`src/rtl/core/tksd_pkg.sv`:
```
package tksd_pkg;

  localparam int unsigned SeqMaxLen = 8;

  typedef enum logic [1:0] {
    ACT_BYTE  = 2'd0,
    ACT_POLL  = 2'd1,
    ACT_WRITE = 2'd2,
    ACT_NONE  = 2'd3
  } action_t;

  typedef enum logic [2:0] {
    KIND_CHAR  = 3'd0,
    KIND_CTRL  = 3'd1,
    KIND_BKSP  = 3'd2,
    KIND_ESC   = 3'd3,
    KIND_MATCH = 3'd4
  } kind_t;

  localparam logic [7:0] CHAR_ESC = 8'd27;
  localparam logic [7:0] CHAR_DEL = 8'd127;
  localparam logic [7:0] CHAR_LBR = 8'h5B;
  localparam logic [7:0] CHAR_O   = 8'h4F;
  localparam logic [7:0] CHAR_A   = 8'h41;

  typedef struct packed {
    logic [3:0]  len;
    logic [63:0] text;
  } seq_entry_t;

  function automatic seq_entry_t mk(input logic [3:0] len, input logic [63:0] s);
    seq_entry_t e;
    e.len  = len;
    e.text = s;
    return e;
  endfunction

  function automatic seq_entry_t seq_rom(input logic [5:0] i);
    seq_entry_t e;
    e = mk(4'd0, 64'd0);
    case (i)
      6'd0:  e = mk(4'd3, {"O2P", 40'd0});
      6'd1:  e = mk(4'd3, {"O2Q", 40'd0});
      6'd2:  e = mk(4'd3, {"O2R", 40'd0});
      6'd3:  e = mk(4'd3, {"O2S", 40'd0});
      6'd4:  e = mk(4'd2, {"OM", 48'd0});
      6'd5:  e = mk(4'd2, {"OP", 48'd0});
      6'd6:  e = mk(4'd2, {"OQ", 48'd0});
      6'd7:  e = mk(4'd2, {"OR", 48'd0});
      6'd8:  e = mk(4'd2, {"OS", 48'd0});
      6'd9:  e = mk(4'd6, {"[15;2~", 16'd0});
      6'd10: e = mk(4'd4, {"[15~", 32'd0});
      6'd11: e = mk(4'd6, {"[17;2~", 16'd0});
      6'd12: e = mk(4'd4, {"[17~", 32'd0});
      6'd13: e = mk(4'd6, {"[18;2~", 16'd0});
      6'd14: e = mk(4'd4, {"[18~", 32'd0});
      6'd15: e = mk(4'd6, {"[19;2~", 16'd0});
      6'd16: e = mk(4'd4, {"[19~", 32'd0});
      6'd17: e = mk(4'd5, {"[1;5A", 24'd0});
      6'd18: e = mk(4'd5, {"[1;5B", 24'd0});
      6'd19: e = mk(4'd5, {"[1;5C", 24'd0});
      6'd20: e = mk(4'd5, {"[1;5D", 24'd0});
      6'd21: e = mk(4'd5, {"[1;5F", 24'd0});
      6'd22: e = mk(4'd5, {"[1;5H", 24'd0});
      6'd23: e = mk(4'd3, {"[1~", 40'd0});
      6'd24: e = mk(4'd6, {"[20;2~", 16'd0});
      6'd25: e = mk(4'd4, {"[20~", 32'd0});
      6'd26: e = mk(4'd6, {"[21;2~", 16'd0});
      6'd27: e = mk(4'd4, {"[21~", 32'd0});
      6'd28: e = mk(4'd6, {"[23;2~", 16'd0});
      6'd29: e = mk(4'd4, {"[23~", 32'd0});
      6'd30: e = mk(4'd6, {"[24;2~", 16'd0});
      6'd31: e = mk(4'd4, {"[24~", 32'd0});
      6'd32: e = mk(4'd5, {"[2;5~", 24'd0});
      6'd33: e = mk(4'd3, {"[2~", 40'd0});
      6'd34: e = mk(4'd5, {"[3;5~", 24'd0});
      6'd35: e = mk(4'd3, {"[3~", 40'd0});
      6'd36: e = mk(4'd3, {"[4~", 40'd0});
      6'd37: e = mk(4'd5, {"[5;5~", 24'd0});
      6'd38: e = mk(4'd3, {"[5~", 40'd0});
      6'd39: e = mk(4'd5, {"[6;5~", 24'd0});
      6'd40: e = mk(4'd3, {"[6~", 40'd0});
      6'd41: e = mk(4'd2, {"[A", 48'd0});
      6'd42: e = mk(4'd2, {"[B", 48'd0});
      6'd43: e = mk(4'd2, {"[C", 48'd0});
      6'd44: e = mk(4'd2, {"[D", 48'd0});
      6'd45: e = mk(4'd2, {"[F", 48'd0});
      6'd46: e = mk(4'd2, {"[H", 48'd0});
      6'd47: e = mk(4'd2, {"[Z", 48'd0});
      6'd48: e = mk(4'd3, {"[[A", 40'd0});
      6'd49: e = mk(4'd3, {"[[B", 40'd0});
      6'd50: e = mk(4'd3, {"[[C", 40'd0});
      6'd51: e = mk(4'd3, {"[[D", 40'd0});
      6'd52: e = mk(4'd3, {"[[E", 40'd0});
      default: e = mk(4'd0, 64'd0);
    endcase
    return e;
  endfunction

endpackage

```
`src/rtl/core/tksd_xlat_ram.sv`:
```
module tksd_xlat_ram import tksd_pkg::*; (
  input  logic       clk,
  input  logic       we,
  input  logic [7:0] waddr,
  input  logic [7:0] wdata,
  input  logic [7:0] raddr,
  output logic [7:0] rdata
);

  logic [7:0] mem [256];

  always_ff @(posedge clk) begin
    if (we) begin
      mem[waddr] <= wdata;
    end
    rdata <= mem[raddr];
  end

endmodule

```
`config.mk`:
```
export PLATFORM = sky130hd
export DESIGN_NAME = tksd_xlat_ram
export DESIGN_NICKNAME = d
export VERILOG_FILES = /design/src/rtl/core/tksd_pkg.sv /design/src/rtl/core/tksd_xlat_ram.sv
export SDC_FILE = /design/constraint.sdc
export NUM_CORES = 2
export LEC_CHECK = 0
export ABC_AREA = 0
export BUFFER_PORTS_ARGS = -buffer_cell sky130_fd_sc_hd__clkbuf_2
export CAP_MARGIN = 0
export CORE_MARGIN = 10
export CORE_UTILIZATION = 42
export CTS_BUF_LIST = sky130_fd_sc_hd__clkbuf_4
export DETAILED_ROUTE_END_ITERATION = 12
export PLACE_DENSITY = 0.64
export SETUP_SLACK_MARGIN = 0.02
export SYNTH_ARGS = -nofsm -noshare
export SYNTH_HDL_FRONTEND = slang
export SYNTH_SLANG_ARGS = --single-unit
```
`constraint.sdc`:
```
create_clock -name clk -period 2.7 [get_ports clk]
set_clock_uncertainty 0.15 [all_clocks]
set_input_delay 0.27 -clock clk [delete_from_list [all_inputs] [get_ports clk]]
set_output_delay 0.27 -clock clk [all_outputs]
set_load 0.1 [all_outputs]
```
==> flow_summary.toml <==
[global_routing]
grt_pass1_vias = 44400
antenna_found_initial = 6
busiest_layer = "met2"
gr-usage-all-layers_pct = 19.7
globalRouteOverflowTotal = 0
use_met3_pct = 5.07
grt_use_met2_pct = 31.3
grt_max_degree = 101
gr-usage-met1_pct = 26.3
grt_pass1_wl_um = 300000

[clock_tree]
clkSinkCount = 2056
root_buffer = "clkbuf_4"
post_cts_buffers = 0
clk_pin_slew_ns = 0.06
clk_path_buf_depth = 4
cts_tree = "yes"
cts_htree_levels = 6
clk_latency_ns = 1.34
numCtsBuffers = 542

[placement]
dpl.cell_count = 6756
globalplace.congestion = 0.855
placedInstanceArea_um2 = 88100
io_buffers = 33
dpl_worst_slack_ns = -0.989
dp_hpwl_um = 132000

[floorplanning]
die_width_um = 455
die_area_um2 = 207000
start_util_pct = 42.3
core-area_um2 = 188000
die_h_um = 455
io_pins = 34
rows = 159

[yosys]
netlist_top_cells_area = "edfxtp_1, mux4_2, mux2i_1, nor2_1, a22oi_1"
synth_area_per_cell_um2 = 21.3
synth_top_area_share_pct = 77.3
async_flop_share_pct = 0
synth_seq_area_share_pct = 77.5
synthDistinctLibCells = 55
syn-instance-count = 3733
synth_area_um2 = 79600
yosys_register_bits = 2056
synth_area_leader_cell = "edfxtp_1"
synth_most_common_cell = "edfxtp_1"
ys_warn_count = 0
synth_nets = 3759
synth_edf_count = 2048
synthTopCellsByCount = "edfxtp_1, mux4_2, nor2_1"
synth-main-ff-cell = "edfxtp_1"

[timing]
final_max_slew_viol_count = 0
setup-violations-final = 0
max_freq_ghz = 0.381
fin_crit_sh_pct = 97.3
worstMarginPinSlew_ns = 1.04
period_minus_slack_ns = 2.63
hold_viol = 0
rsz0062_at_grt = "no"
max-slew-margin-rel_pct = 28.9
fin_ws_ns = 0.0736

[critical_path]
crit_path_max_fanout = 14
path_class = "in2reg"
startpoint_type = "input pin"
end_kind = "register"
startpoint = "raddr[0]"
cp.arrival_ns = 3.63
r2r_slack_ns = 0.09
r2r-end = "rdata[0]"
required_ns = 3.70
r2r-start = "mem[162][0]"
reg2regPathDepth = 6

[finish]
area.growth.synth_to_final_pct = 19.8
final_nets = 4879
finalInstanceArea_um2 = 95300
drive_above_1_share_pct = 39.6
fin_cells = 7706

[power_and_ir_drop]
pwr-share-seq_pct = 54.1
powerDensity_nw_per_um2 = 684
p_sw_w = 0.0146
cell_internal_pwr_w = 0.0505
total_leakage_power_nw = 31.7
vdd_drop_max_mv = 0.536
p_sw_share_pct = 22.4
p_total_w = 0.0651
clkPwrFrac_pct = 39.7
p_comb_share_pct = 6.2

[drt]
routed_wl_um = 205000
wl_per_cell_um = 26.6
firstDrtPassIters = 5
antenna_left = 0
num_vias = 43400
via_per_inst = 5.63
drtIter0Drc = 4718
drc_errors = 0

[run]
cap_violations = 0

[hold_path]
hp-class = "in2reg"
min-delay-start = "waddr[2]"
holdPathStages = 5
hold_end = "mem[206][7]"

[status]
status = "finished clean"
through the flow:
step | utilization, % | setup TNS [ns] | hold WS [ns]
floorplan | - | 0 | 0.219
global placement | 46.8 | -5.47 | 0.566
detailed placement | 46.8 | -5.41 | 0.572
CTS | 50.7 | 0 | 0.0634
global route | 50.7 | 0 | 0.146
finish | 50.7 | 0 | 0.215
power by group through the flow:
stage | Clock, W | Combinational [W] | Sequential (W)
floorplan | 0 | 0.00171 | 0.0361
global route | 0.0282 | 0.00422 | 0.0352
CTS | 0.0265 | 0.00404 | 0.0353
finish | 0.0259 | 0.00402 | 0.0352
detailed placement | 0 | 0.00387 | 0.0359
global placement | 0 | 0.00383 | 0.0359
cell families after synthesis:
logic type / Yosys count / synth area share, %
buffers and inverters: 235 / 1.83
and+or+nand+nor: 466 / 2.63
DFF: 2056 / 77.5
muxes: 591 / 14.6
AOI/OAI and AO/OA: 385 / 3.42
cells in the final DEF, fill, tap and decap left out, drive strengths merged, types with 2 or more instances in the layout:
master       count
a22o             8
o211ai          10
clkinv         101
bufinv           7
clkbuf         796
o21ai           12
nand3b           2
nand4           10
mux4           456
nor3            22
inv             13
o221ai          47
and3b            2
nor2           282
o22a             5
diode           10
and2             6
a21oi           96
o22ai           28
a221oi          14
buf            746
a22oi          133
a211oi          16
a2111oi          5
dlygate4sd3     40
or2              4
edfxtp        2048
nand2b           8
mux2i          134
nor2b           31
nand2           33
a31oi            2
a311oi           2
nor4            27
dfxtp            8
nand3           34
o32ai            5
layer usage:
layer	up-vias	wire length [um]	share of wire (%)
met2	2068	99300	48
li1	18300	-	-
met5	-	17	0.0083
met1	22700	81800	40
met4	4	6080	3.0
met3	326	18000	8.8
critical path, cell delays in order:
cell and delay [ns]:
dlygate4sd3_1 0.56, buf_8 0.21, buf_12 0.20, buf_12 0.16, buf_4 0.16, mux4_2 0.50
a22oi_1 0.38, a21oi_1 0.27, nor4_1 0.61, buf_4 0.23, nor4_1 0.04
what timing repair did:
item	in CTS	in global routing
pin swaps	0	0
gates resized for setup	30	3
gates cloned	0	0
endpoints found under the hold margin	4087	0
hold buffers	48	0
setup endpoints to repair	12	3
cell type report:
cell class | instances | area (um2)
Antenna cell | 10 | 25.0
Timing Repair Buffer | 809 | 7460
Fill cell | 15100 | 92700
Inverter | 2 | 7.51
Multi-Input combinational cell | 1442 | 16500
Clock buffer | 773 | 5800
Clock inverter | 119 | 641
Tap cell | 2495 | 3120
Sequential cell | 2056 | 61700
state kept, by name (all words and copies together) (netlist names):
register  count
mem        2048
rdata         8
how the worst max path moves through the flow:
stage / to / slack, ns
finish: rdata[1] / 0.07
global route: rdata[1] / 0.05
CTS: rdata[2] / 0.03
detailed placement: rdata[5] / -0.99
global placement: rdata[5] / -0.96
floorplan: rdata[2] / 0.34
No activity file was read; power rests on OpenSTA's default activity.
